===== src/design/sst_pkg.sv =====
// Shared types and constants for the scoped symbol table.
package sst_pkg;

  localparam int unsigned MaxEntriesDef = 64;
  localparam int unsigned MaxScopesDef  = 16;
  localparam int unsigned KeyBitsDef    = 16;
  localparam int unsigned SlotBitsDef   = 16;

  // Fixed field widths on the ports
  localparam int unsigned KeyW  = 16;
  localparam int unsigned SlotW = 16;

  typedef enum logic [1:0] {
    OP_INSERT = 2'd0,
    OP_ENTER  = 2'd1,
    OP_ESCAPE = 2'd2,
    OP_LOOKUP = 2'd3
  } sst_op_e;

  typedef enum logic [2:0] {
    ST_OK          = 3'd0,
    ST_NOT_FOUND   = 3'd1,
    ST_ESC_GLOBAL  = 3'd2,
    ST_TABLE_FULL  = 3'd3,
    ST_SCOPES_FULL = 3'd4
  } sst_status_e;

  typedef enum logic [1:0] {
    S_IDLE   = 2'd0,
    S_ESC    = 2'd1,
    S_SCAN   = 2'd2,
    S_RESULT = 2'd3
  } sst_state_e;

  typedef struct packed {
    sst_op_e          operation;
    logic [KeyW-1:0]  key;
    logic [SlotW-1:0] slot_in;
  } sst_in_t;

  typedef struct packed {
    logic             found;
    logic [SlotW-1:0] slot_out;
    sst_status_e      status;
  } sst_out_t;

  // Per-cycle control broadcast to every cell of the entry chain
  typedef struct packed {
    logic push;    // shift towards the tail, new entry lands in cell 0
    logic rotate;  // shift towards the head, cell 0 wraps to the tail
  } sst_cell_ctl_t;

endpackage


===== src/design/sst_ram.sv =====
// Generic single-write, single-read RAM with registered read data.
module sst_ram #(
  parameter int unsigned WIDTH = 8,
  parameter int unsigned DEPTH = 16
) (
  input  logic                     clk_i,
  input  logic                     we_i,
  input  logic [$clog2(DEPTH)-1:0] waddr_i,
  input  logic [WIDTH-1:0]         wdata_i,
  input  logic [$clog2(DEPTH)-1:0] raddr_i,
  output logic [WIDTH-1:0]         rdata_o
);

  logic [WIDTH-1:0] mem_q [DEPTH];
  logic [WIDTH-1:0] rdata_q;

  always_ff @(posedge clk_i) begin
    if (we_i) begin
      mem_q[waddr_i] <= wdata_i;
    end
    rdata_q <= mem_q[raddr_i];
  end

  assign rdata_o = rdata_q;

endmodule


===== src/design/sst_cell.sv =====
// One entry cell of the symbol chain: holds a key and its slot.
module sst_cell #(
  parameter int unsigned KEY_BITS  = sst_pkg::KeyBitsDef,
  parameter int unsigned SLOT_BITS = sst_pkg::SlotBitsDef
) (
  input  logic                  clk_i,
  input  sst_pkg::sst_cell_ctl_t ctl_i,
  input  logic [KEY_BITS-1:0]   prev_key_i,
  input  logic [SLOT_BITS-1:0]  prev_slot_i,
  input  logic [KEY_BITS-1:0]   next_key_i,
  input  logic [SLOT_BITS-1:0]  next_slot_i,
  output logic [KEY_BITS-1:0]   key_o,
  output logic [SLOT_BITS-1:0]  slot_o
);

  logic [KEY_BITS-1:0]  key_q;
  logic [SLOT_BITS-1:0] slot_q;

  always_ff @(posedge clk_i) begin
    if (ctl_i.push) begin
      key_q  <= prev_key_i;
      slot_q <= prev_slot_i;
    end else if (ctl_i.rotate) begin
      key_q  <= next_key_i;
      slot_q <= next_slot_i;
    end
  end

  assign key_o  = key_q;
  assign slot_o = slot_q;

endmodule


===== src/design/scoped_symbol_table.sv =====
// Scoped symbol table top level: request decode, entry chain and scope stack.
//
// Usage: requests arrive on in_i (in_valid_i / in_stall_o), one result per
// request leaves on out_o (out_valid_o / out_stall_i). A transfer happens on
// a rising edge with valid high and stall low.
// Entries live in a chain of MAX_ENTRIES cells, newest in cell 0. Insert
// pushes the chain by one. Lookup rotates the whole ring once, comparing
// only at cell 0, so the newest match is met first. Escape rotates the ring
// by one per discarded entry so the survivors end up from cell 0 again.
// Path from request transfer to the load of the output register:
//   insert, enter, escape of the global scope: straight to S_RESULT
//   escape: S_ESC, one rotation per discarded entry, then S_RESULT
//   lookup: S_SCAN for the full ring rotation, then S_RESULT
// No request is taken until its predecessor's result has moved into the
// output register. A stalled result keeps the next result waiting in
// S_RESULT, and no further request is taken until it leaves.
// Reset empties the table and leaves only the global scope open; stored
// keys, slots and scope starts are not cleared and need no clearing pass.
// While out_stall_i is high the output register holds its result.
module scoped_symbol_table #(
  parameter int unsigned MAX_ENTRIES = sst_pkg::MaxEntriesDef,
  parameter int unsigned MAX_SCOPES  = sst_pkg::MaxScopesDef,
  parameter int unsigned KEY_BITS    = sst_pkg::KeyBitsDef,
  parameter int unsigned SLOT_BITS   = sst_pkg::SlotBitsDef
) (
  input  logic             clk_i,
  input  logic             rst_ni,
  input  logic             in_valid_i,
  output logic             in_stall_o,
  input  sst_pkg::sst_in_t in_i,
  output logic             out_valid_o,
  input  logic             out_stall_i,
  output sst_pkg::sst_out_t out_o
);

  import sst_pkg::*;

  localparam int unsigned CntW = $clog2(MAX_ENTRIES + 1);
  localparam int unsigned IdxW = $clog2(MAX_ENTRIES);
  localparam int unsigned LvlW = $clog2(MAX_SCOPES);

  sst_state_e           state_q, state_d;
  logic [CntW-1:0]      count_q, count_d;
  logic [LvlW-1:0]      level_q, level_d;
  logic [IdxW-1:0]      scan_q, scan_d;
  logic                 found_q, found_d;
  logic [SLOT_BITS-1:0] hit_slot_q, hit_slot_d;
  logic [KEY_BITS-1:0]  look_key_q, look_key_d;
  sst_out_t             res_q, res_d;
  logic                 out_valid_q, out_valid_d;
  sst_out_t             out_q, out_d;

  sst_cell_ctl_t        cell_ctl;
  logic [KEY_BITS-1:0]  cell_key  [MAX_ENTRIES];
  logic [SLOT_BITS-1:0] cell_slot [MAX_ENTRIES];
  logic [KEY_BITS-1:0]  in_key;
  logic [SLOT_BITS-1:0] in_slot;

  logic                 ram_we;
  logic [LvlW-1:0]      ram_waddr;
  logic [CntW-1:0]      scope_start;
  logic                 out_free;

  assign in_key   = KEY_BITS'(in_i.key);
  assign in_slot  = SLOT_BITS'(in_i.slot_in);
  assign out_free = !out_valid_q || !out_stall_i;

  // Entry chain
  for (genvar g = 0; g < MAX_ENTRIES; g++) begin : g_cell
    logic [KEY_BITS-1:0]  prev_key, next_key;
    logic [SLOT_BITS-1:0] prev_slot, next_slot;

    if (g == 0) begin : g_head
      assign prev_key  = in_key;
      assign prev_slot = in_slot;
    end else begin : g_body
      assign prev_key  = cell_key[g-1];
      assign prev_slot = cell_slot[g-1];
    end

    if (g == MAX_ENTRIES - 1) begin : g_tail
      assign next_key  = cell_key[0];
      assign next_slot = cell_slot[0];
    end else begin : g_mid
      assign next_key  = cell_key[g+1];
      assign next_slot = cell_slot[g+1];
    end

    sst_cell #(
      .KEY_BITS  (KEY_BITS),
      .SLOT_BITS (SLOT_BITS)
    ) u_cell (
      .clk_i       (clk_i),
      .ctl_i       (cell_ctl),
      .prev_key_i  (prev_key),
      .prev_slot_i (prev_slot),
      .next_key_i  (next_key),
      .next_slot_i (next_slot),
      .key_o       (cell_key[g]),
      .slot_o      (cell_slot[g])
    );
  end

  // Entry count at the opening of each scope
  assign ram_waddr = level_q + 1'b1;

  sst_ram #(
    .WIDTH (CntW),
    .DEPTH (MAX_SCOPES)
  ) u_scope_ram (
    .clk_i   (clk_i),
    .we_i    (ram_we),
    .waddr_i (ram_waddr),
    .wdata_i (count_q),
    .raddr_i (level_q),
    .rdata_o (scope_start)
  );

  assign in_stall_o = (state_q != S_IDLE);

  always_comb begin
    state_d     = state_q;
    count_d     = count_q;
    level_d     = level_q;
    scan_d      = scan_q;
    found_d     = found_q;
    hit_slot_d  = hit_slot_q;
    look_key_d  = look_key_q;
    res_d       = res_q;
    out_d       = out_q;
    out_valid_d = out_valid_q && out_stall_i;
    cell_ctl    = '0;
    ram_we      = 1'b0;

    case (state_q)
      S_IDLE: begin
        if (in_valid_i) begin
          res_d   = '{found: 1'b0, slot_out: '0, status: ST_OK};
          state_d = S_RESULT;
          case (in_i.operation)
            OP_INSERT: begin
              if (count_q == CntW'(MAX_ENTRIES)) begin
                res_d.status = ST_TABLE_FULL;
              end else begin
                cell_ctl.push = 1'b1;
                count_d       = count_q + 1'b1;
              end
            end
            OP_ENTER: begin
              if (level_q == LvlW'(MAX_SCOPES - 1)) begin
                res_d.status = ST_SCOPES_FULL;
              end else begin
                level_d = level_q + 1'b1;
                ram_we  = 1'b1;
              end
            end
            OP_ESCAPE: begin
              if (level_q == '0) begin
                res_d.status = ST_ESC_GLOBAL;
              end else begin
                state_d = S_ESC;
              end
            end
            OP_LOOKUP: begin
              look_key_d = in_key;
              scan_d     = '0;
              found_d    = 1'b0;
              state_d    = S_SCAN;
            end
            default: ;
          endcase
        end
      end

      S_ESC: begin
        // scope_start holds the start of the current level; drop the newest
        // entry by one rotation per cycle until the count is back there
        if (scope_start < count_q) begin
          cell_ctl.rotate = 1'b1;
          count_d         = count_q - 1'b1;
        end else begin
          level_d = level_q - 1'b1;
          state_d = S_RESULT;
        end
      end

      S_SCAN: begin
        cell_ctl.rotate = 1'b1;
        if (!found_q && (CntW'(scan_q) < count_q) && (cell_key[0] == look_key_q)) begin
          found_d    = 1'b1;
          hit_slot_d = cell_slot[0];
        end
        if (scan_q == IdxW'(MAX_ENTRIES - 1)) begin
          // ring is back in place after this rotation
          res_d.found    = found_d;
          res_d.slot_out = found_d ? SlotW'(hit_slot_d) : '0;
          res_d.status   = found_d ? ST_OK : ST_NOT_FOUND;
          state_d        = S_RESULT;
        end else begin
          scan_d = scan_q + 1'b1;
        end
      end

      S_RESULT: begin
        if (out_free) begin
          out_d       = res_q;
          out_valid_d = 1'b1;
          state_d     = S_IDLE;
        end
      end

      default: state_d = S_IDLE;
    endcase
  end

  always_ff @(posedge clk_i or negedge rst_ni) begin
    if (!rst_ni) begin
      state_q     <= S_IDLE;
      count_q     <= '0;
      level_q     <= '0;
      scan_q      <= '0;
      found_q     <= 1'b0;
      out_valid_q <= 1'b0;
    end else begin
      state_q     <= state_d;
      count_q     <= count_d;
      level_q     <= level_d;
      scan_q      <= scan_d;
      found_q     <= found_d;
      out_valid_q <= out_valid_d;
    end
  end

  always_ff @(posedge clk_i) begin
    hit_slot_q <= hit_slot_d;
    look_key_q <= look_key_d;
    res_q      <= res_d;
    out_q      <= out_d;
  end

  assign out_valid_o = out_valid_q;
  assign out_o       = out_q;

  // Checks

  a_count_bound: assert property (@(posedge clk_i) disable iff (!rst_ni)
    count_q <= CntW'(MAX_ENTRIES))
    else $error("entry count beyond table size");

  a_insert_grows: assert property (@(posedge clk_i) disable iff (!rst_ni)
    (in_valid_i && !in_stall_o && (in_i.operation == OP_INSERT)
      && (count_q != CntW'(MAX_ENTRIES)))
    |=> count_q == $past(count_q) + 1'b1)
    else $error("accepted insert did not add an entry");

  a_escape_shrinks: assert property (@(posedge clk_i) disable iff (!rst_ni)
    (state_q == S_ESC) |=> (count_q <= $past(count_q)))
    else $error("escape grew the table");

  a_escape_closes: assert property (@(posedge clk_i) disable iff (!rst_ni)
    ((state_q == S_ESC) && (scope_start >= count_q)) |=> (level_q == $past(level_q) - 1'b1))
    else $error("escape did not close the innermost scope");

  a_found_ok: assert property (@(posedge clk_i) disable iff (!rst_ni)
    (out_valid_q && out_q.found) |-> (out_q.status == ST_OK))
    else $error("hit reported with an error status");

endmodule

===== config.mk =====
export PLATFORM = sky130hd
export DESIGN_NAME = scoped_symbol_table
export DESIGN_NICKNAME = d
export VERILOG_FILES = /design/src/design/sst_pkg.sv /design/src/design/sst_ram.sv /design/src/design/sst_cell.sv /design/src/design/scoped_symbol_table.sv
export SDC_FILE = /design/constraint.sdc
export NUM_CORES = 2
export LEC_CHECK = 0
export BUFFER_PORTS_ARGS = -buffer_cell sky130_fd_sc_hd__buf_2
export CAP_MARGIN = 15
export CORE_ASPECT_RATIO = 0.5
export CORE_MARGIN = 10
export CORE_UTILIZATION = 63
export DETAILED_ROUTE_END_ITERATION = 8
export GPL_ROUTABILITY_DRIVEN = 1
export GPL_TIMING_DRIVEN = 0
export HOLD_SLACK_MARGIN = 0.06
export PLACE_DENSITY = 0.76
export SLEW_MARGIN = 15
export SYNTH_ARGS = -nofsm -noshare
export SYNTH_HDL_FRONTEND = slang
export SYNTH_SLANG_ARGS = --single-unit

===== constraint.sdc =====
create_clock -name clk_i -period 54.1 [get_ports clk_i]
set_input_delay 10.82 -clock clk_i [delete_from_list [all_inputs] [get_ports clk_i]]
set_output_delay 10.82 -clock clk_i [all_outputs]
set_load 0.005 [all_outputs]

Word level (Yosys, flattened, before mapping)
Memory sizes are Yosys's and may differ from the RTL's. A register that Yosys moved wholly into a read port is not among the register bits.
Index checks and enable logic that the tools add are counted.
- magnitude comparators: 2
- add/subtract/negate cells: 5
- muxes and demuxes: 306
- reduce and logical (&&, ||, !) cells: 22
- equality and inequality tests: 21
- operators with widths (cell ; number):
    $mux 16 ; 258
    $mux 20 ; 2
    $pmux 20 s2 ; 1
    $mux 7 ; 4
    $mux 1 ; 18
    $mux 6 ; 3
    $eq 16x16->1 ; 1
    $mux 4 ; 4
    $ne 2x2->1 const B ; 8
    $mux 2 ; 7
    $pmux 7 s2 ; 1
    $pmux 6 s2 ; 1
    $reduce_and 5->1 ; 2
    $pmux 3 s3 ; 1
    $reduce_and 3->1 ; 3
    $eq 2x2->1 const B ; 4
    $pmux 2 s4 ; 1
    $pmux 4 s2 ; 1
    $reduce_and 4->1 ; 2
    $reduce_bool 2->1 ; 4
    $add 7x1->7 const B ; 1
    $eq 7x7->1 const B ; 1
    $lt 6x7->1 ; 1
    $lt 7x7->1 ; 1
    other kinds (17) ; 26
- memories kept: 1
- RAM bits: 112
- bits in registers: 2141
- input bits: 38
- output and inout port bits: 22
- memory list (name ; depth ; bits a word ; rd ports ; clocked after memory_dff ; write ports ; RTL line ; RTL):
    u_scope_ram.mem_q ; 16 ; 7 ; 1 ; 1 ; 1 ; sst_ram.sv:14 ; logic [WIDTH-1:0] mem_q [DEPTH];

Depth between registers and ports, before layout
- depth in word-level cells: 8
- gate-level depth with buffers: 10

Cells and area by module
From an unflattened synthesis, not the netlist that was laid out.
- cells, all modules: 4955
- area, all modules: 105622.6 um2
- by module, submodules not included (module ; seq. area each (um2) ; cells an instance ; area an instance (um2) ; instances):
    sst_cell ; 960.9 ; 69 ; 1507.7 ; 64
    scoped_symbol_table ; 2687.6 ; 336 ; 4599.4 ; 1
    sst_ram ; 3503.4 ; 203 ; 4530.6 ; 1

Least setup slack after synthesis
No wires, ideal clock.
- path kind: input to register
- start: input in_i[33] (netlist bit)
- end: register g_cell[0].u_cell.key_q[0] (enable)
- required time: 40.112 ns
- stages on the path: 6
- data arrival time: 44.591 ns
- buffers on the path: 3
- path slack: -4.479 ns
- library setup time: 13.988 ns
- cell sequence: clkbuf_1 nor2_1 nand4_1 buf_2 buf_2 nand2_1
- word-level cells in the longest chain between the ends: 5
- RTL lines (item ; RTL line ; RTL):
    start, declared ; scoped_symbol_table.sv:30 ; input sst_pkg::sst_in_t in_i,
    $logic_not 2->1 ; scoped_symbol_table.sv:140 ; case (in_i.operation)
    $mux 1 ; scoped_symbol_table.sv:140 ;
    $mux 1 ; scoped_symbol_table.sv:137 ; if (in_valid_i) begin
    $mux 1 ; scoped_symbol_table.sv:135 ; case (state_q)
    $reduce_bool 2->1 (no source line) ; -- ;
    end signal, assigned ; sst_cell.sv:21 ; key_q <= prev_key_i;
    end signal, assigned ; sst_cell.sv:24 ; key_q <= next_key_i;
    end, declared ; sst_cell.sv:16 ; logic [KEY_BITS-1:0] key_q;
Every way passes these cells.
A chain may end at the register's enable or synchronous reset.

Worst setup path in the final report
- start: input in_i[33] (netlist bit)
- end: register g_cell[33].u_cell.slot_q[15] (enable)
- word-level cells in the longest chain between the ends: 5
- RTL lines (item ; RTL line ; RTL):
    $logic_not 2->1 ; scoped_symbol_table.sv:140 ;
    $mux 1 ; scoped_symbol_table.sv:140 ;
    $mux 1 ; scoped_symbol_table.sv:137 ;
    $mux 1 ; scoped_symbol_table.sv:135 ;
    $reduce_bool 2->1 (no source line) ; -- ;
    end signal, assigned ; sst_cell.sv:22 ; slot_q <= prev_slot_i;
    end signal, assigned ; sst_cell.sv:25 ; slot_q <= next_slot_i;
    end, declared ; sst_cell.sv:17 ; logic [SLOT_BITS-1:0] slot_q;
Every way passes these cells.

==> flow_summary_export.csv <==
group,metric,value,unit
status,status,"finished, final reports clean",
global_routing,grt.overflow.total,0,
routing,via_per_inst,5.99,
timing,finalSetupViolations,0,
finish,final_cell_mix,"2232 x edfxtp_1, 2064 x mux2_2, 287 x buf_2",
routing,vias,43459,
finish,fill_cells,9135,
die,coreArea,149000,µm²
timing,setup-tns-final,0,ps
finish,drive_above_1_share,50.4,%
timing,fin_crit,15180,ps
yosys,synth-main-ff-cell,"edfxtp_1",
critical_path,crit_type,"in2reg",
timing,fin_ws,38920,ps
yosys,yosysWarnings,0,
timing,rsz0062_at_grt,"no",
die,start_util,63.6,%
clock_tree,htree_levels,4,
finish,layout_commonest_cell,"edfxtp_1",
timing,fin_crit_sh,28.1,%
critical_path,endpoint_kind,"flop",
clock_tree,cts_made_buffers,194,
global_routing,grt_pass1_wl,259000,µm
clock_tree,cts_buffer_depth,4,
global_routing,grt_max_degree,121,
clock_tree,post_cts_buffers,0,
finish,layoutNonFillerInstCount,7261,
global_routing,antenna_found_initial,5,
power,leakage,31.7,nW
yosys,synth-compound-area-share,0.614,%
die,die_h,294,µm
die,die_area,167000,µm²
placement,gp_congestion,0.808,
global_routing,grt-busiest-layer,"met2",
yosys,synth_edf_count,2232,
timing,worst_pin_slew,955,ps
placement,pre_cts_slack,38090,ps
yosys,ys_types,61,
critical_path,cp_data_arrival_time,15600,ps
die,dieWidth,568,µm
finish,multi_input_area,25800,µm²
clock_tree,clock_sinks,2260,
min_path,hp-class,"reg2reg",
flow_run,cap_viol_max_count,0,
yosys,netlist_area,94700,µm²
global_routing,gr-usage-met2,30.7,%
yosys,syn_inst,4847,
power,ir_drop,52.5,µV
yosys,synth_top_family_by_area,"multiplexers",
yosys,async_reset_ff_share,0.929,%
routing,routedWlPerCell,22.7,µm
finish,layout.area.seq,67700,µm²
critical_path,crit_path_start_kind,"input port",
yosys,ys_seq_area_share,71.5,%
clock_tree,postCtsResizedCells,0,
timing,max_freq,0.0659,GHz
placement,placed_cell_area,98100,µm²
power,pwr_density_cell,58.7,nW/µm²
global_routing,grt_util_all_layers,19.3,%
clock_tree,clkTransAtPathRegs,60,ps
timing,finalHoldViolCount,0,
yosys,syn_nets,4913,
critical_path,critPathMaxFanout,120,
global_routing,grt.met3_usage,2.98,%
yosys,synthMuxAreaShare,25.5,%
yosys,synth_fa_ha_area_share,0.378,%
clock_tree,cts_tree,"yes",
timing,fin_hold_ws,418,ps
die,placement_rows,100,
finish,finish.instance_area,104000,µm²
clock_tree,cts_root_buffer,"clkbuf_16",
critical_path,worstPathRequired,54520,ps
placement,dpl.cell_count,6916,
routing,ant_nets,0,
yosys,synth_xor_area_share,0.250,%
placement,port_buffers,58,
global_routing,grt_pass1_vias,44897,
routing,routed_wl,165000,µm
timing,slew-limit-headroom,36.3,%
placement,hpwl,113000,µm
routing,drt-initial-drc-count,4028,
yosys,avgSynthCellArea,19.5,µm²
clock_tree,insertion_delay,830,ps
clock_tree,cts_hold_buffers,0,
timing,finClkSkew,76.1,ps
finish,area_growth,9.60,%
routing,first_pass_iters,5,
routing,drc,0,
finish,nets,5190,
yosys,ys_ff_latch,2260,
yosys,yosys.area_share.simple,0.475,%
die,num_io_pins,60,
global_routing,use_met1,28.1,%
timing,maxSlewViolCount,0,
## layout make-up
type	instances	area share (%)
flip-flops and latches	2260	65.2
multi-input cells	2322	24.8
clock buffers	245	4.91
well taps	1989	2.40
plain buffers	247	1.18
repair buffers	81	0.840
clock inverters	94	0.582
inverters	18	0.0651
diodes	5	0.0121
## state kept, by name, indices dropped and copies added, names as in the netlist, 6 cells and up
register              flops
out_o                    20
count_q                   7
u_scope_ram.mem_q       112
hit_slot_q               16
g_cell.u_cell.key_o    1024
u_scope_ram.rdata_o       7
look_key_q               16
res_q                    20
scan_q                    6
g_cell.u_cell.slot_o   1024
## worst max-delay path, stage by stage
cell      delay, ps
clkbuf_1        210
nor2_1          200
nand4_1         710
buf_2           490
buf_2           270
nand2_8         350
buf_16          480
buf_16          460
buf_16          410
buf_16          510
buf_16          490
## final timing paths
kind,from,slack [ps],cells past startpoint,to
min,res_q[11]$_SDFFCE_PN0P_,420,0,out_o[11]$_DFFE_PP_
min reg2reg,res_q[11]$_SDFFCE_PN0P_,420,0,out_o[11]$_DFFE_PP_
max in group asynchronous,rst_ni,43730,1,scan_q[3]$_DFFE_PN0P_
max,in_i[33],38920,11,g_cell[33].u_cell.slot_o[15]$_DFFE_PP_
min in group asynchronous,rst_ni,9990,1,level_q[3]$_DFFE_PN0P_
max reg2reg,count_q[1]$_DFFE_PN0P_,47780,11,g_cell[33].u_cell.slot_o[15]$_DFFE_PP_
## cells by family after synthesis
group	after synthesis
buf+inv	265
fa+ha+maj	28
mux	2108
compound gates	72
xor+xnor	27
flops	2260
simple gates	87
## per-stage QoR
| stage | total power, mW | util [%] |
|---|---|---|
| final | 6.10 | 69.7 |
| after global routing | 6.40 | 69.7 |
| after CTS | 6.15 | 69.7 |
| after detailed placement | 4.86 | 65.8 |
| after global placement | 6.20 | 65.4 |
| after floorplan | 5.79 | - |
## power breakdown
group          internal [mW]  leakage [nW]  total [mW]  switching (mW)
logic                  0.594          9.72        1.35           0.759
clock network          0.693          2.77        1.29           0.598
registers               3.07          19.2        3.45           0.380
total                   4.36          31.7        6.10            1.74
## layer usage
metal | vias to the layer above | part of all wire [%]
li1 | 19851 | -
met2 | 924 | 47
met5 | - | 0.012
met4 | 2 | 2.4
met1 | 22445 | 46
met3 | 237 | 4.7
## synth_stat cells (all sizes together) (6+ instances only)
library cell / count / area share, %
inv: 18 / 0.071
dfxtp: 7 / 0.15
a21oi: 8 / 0.042
xor2: 19 / 0.18
mux4: 35 / 0.83
xnor2: 8 / 0.074
nor3: 8 / 0.048
nand3: 6 / 0.032
nand2: 14 / 0.055
a32o: 17 / 0.18
mux2: 2065 / 25
nor2: 28 / 0.11
nor2b: 11 / 0.073
clkbuf: 16 / 0.074
mux2i: 8 / 0.085
buf: 231 / 1.2
o21ai: 13 / 0.081
dfrtp: 21 / 0.55
edfxtp: 2232 / 71
ha: 27 / 0.36
Note: power is estimated with default switching activity, not from simulation.
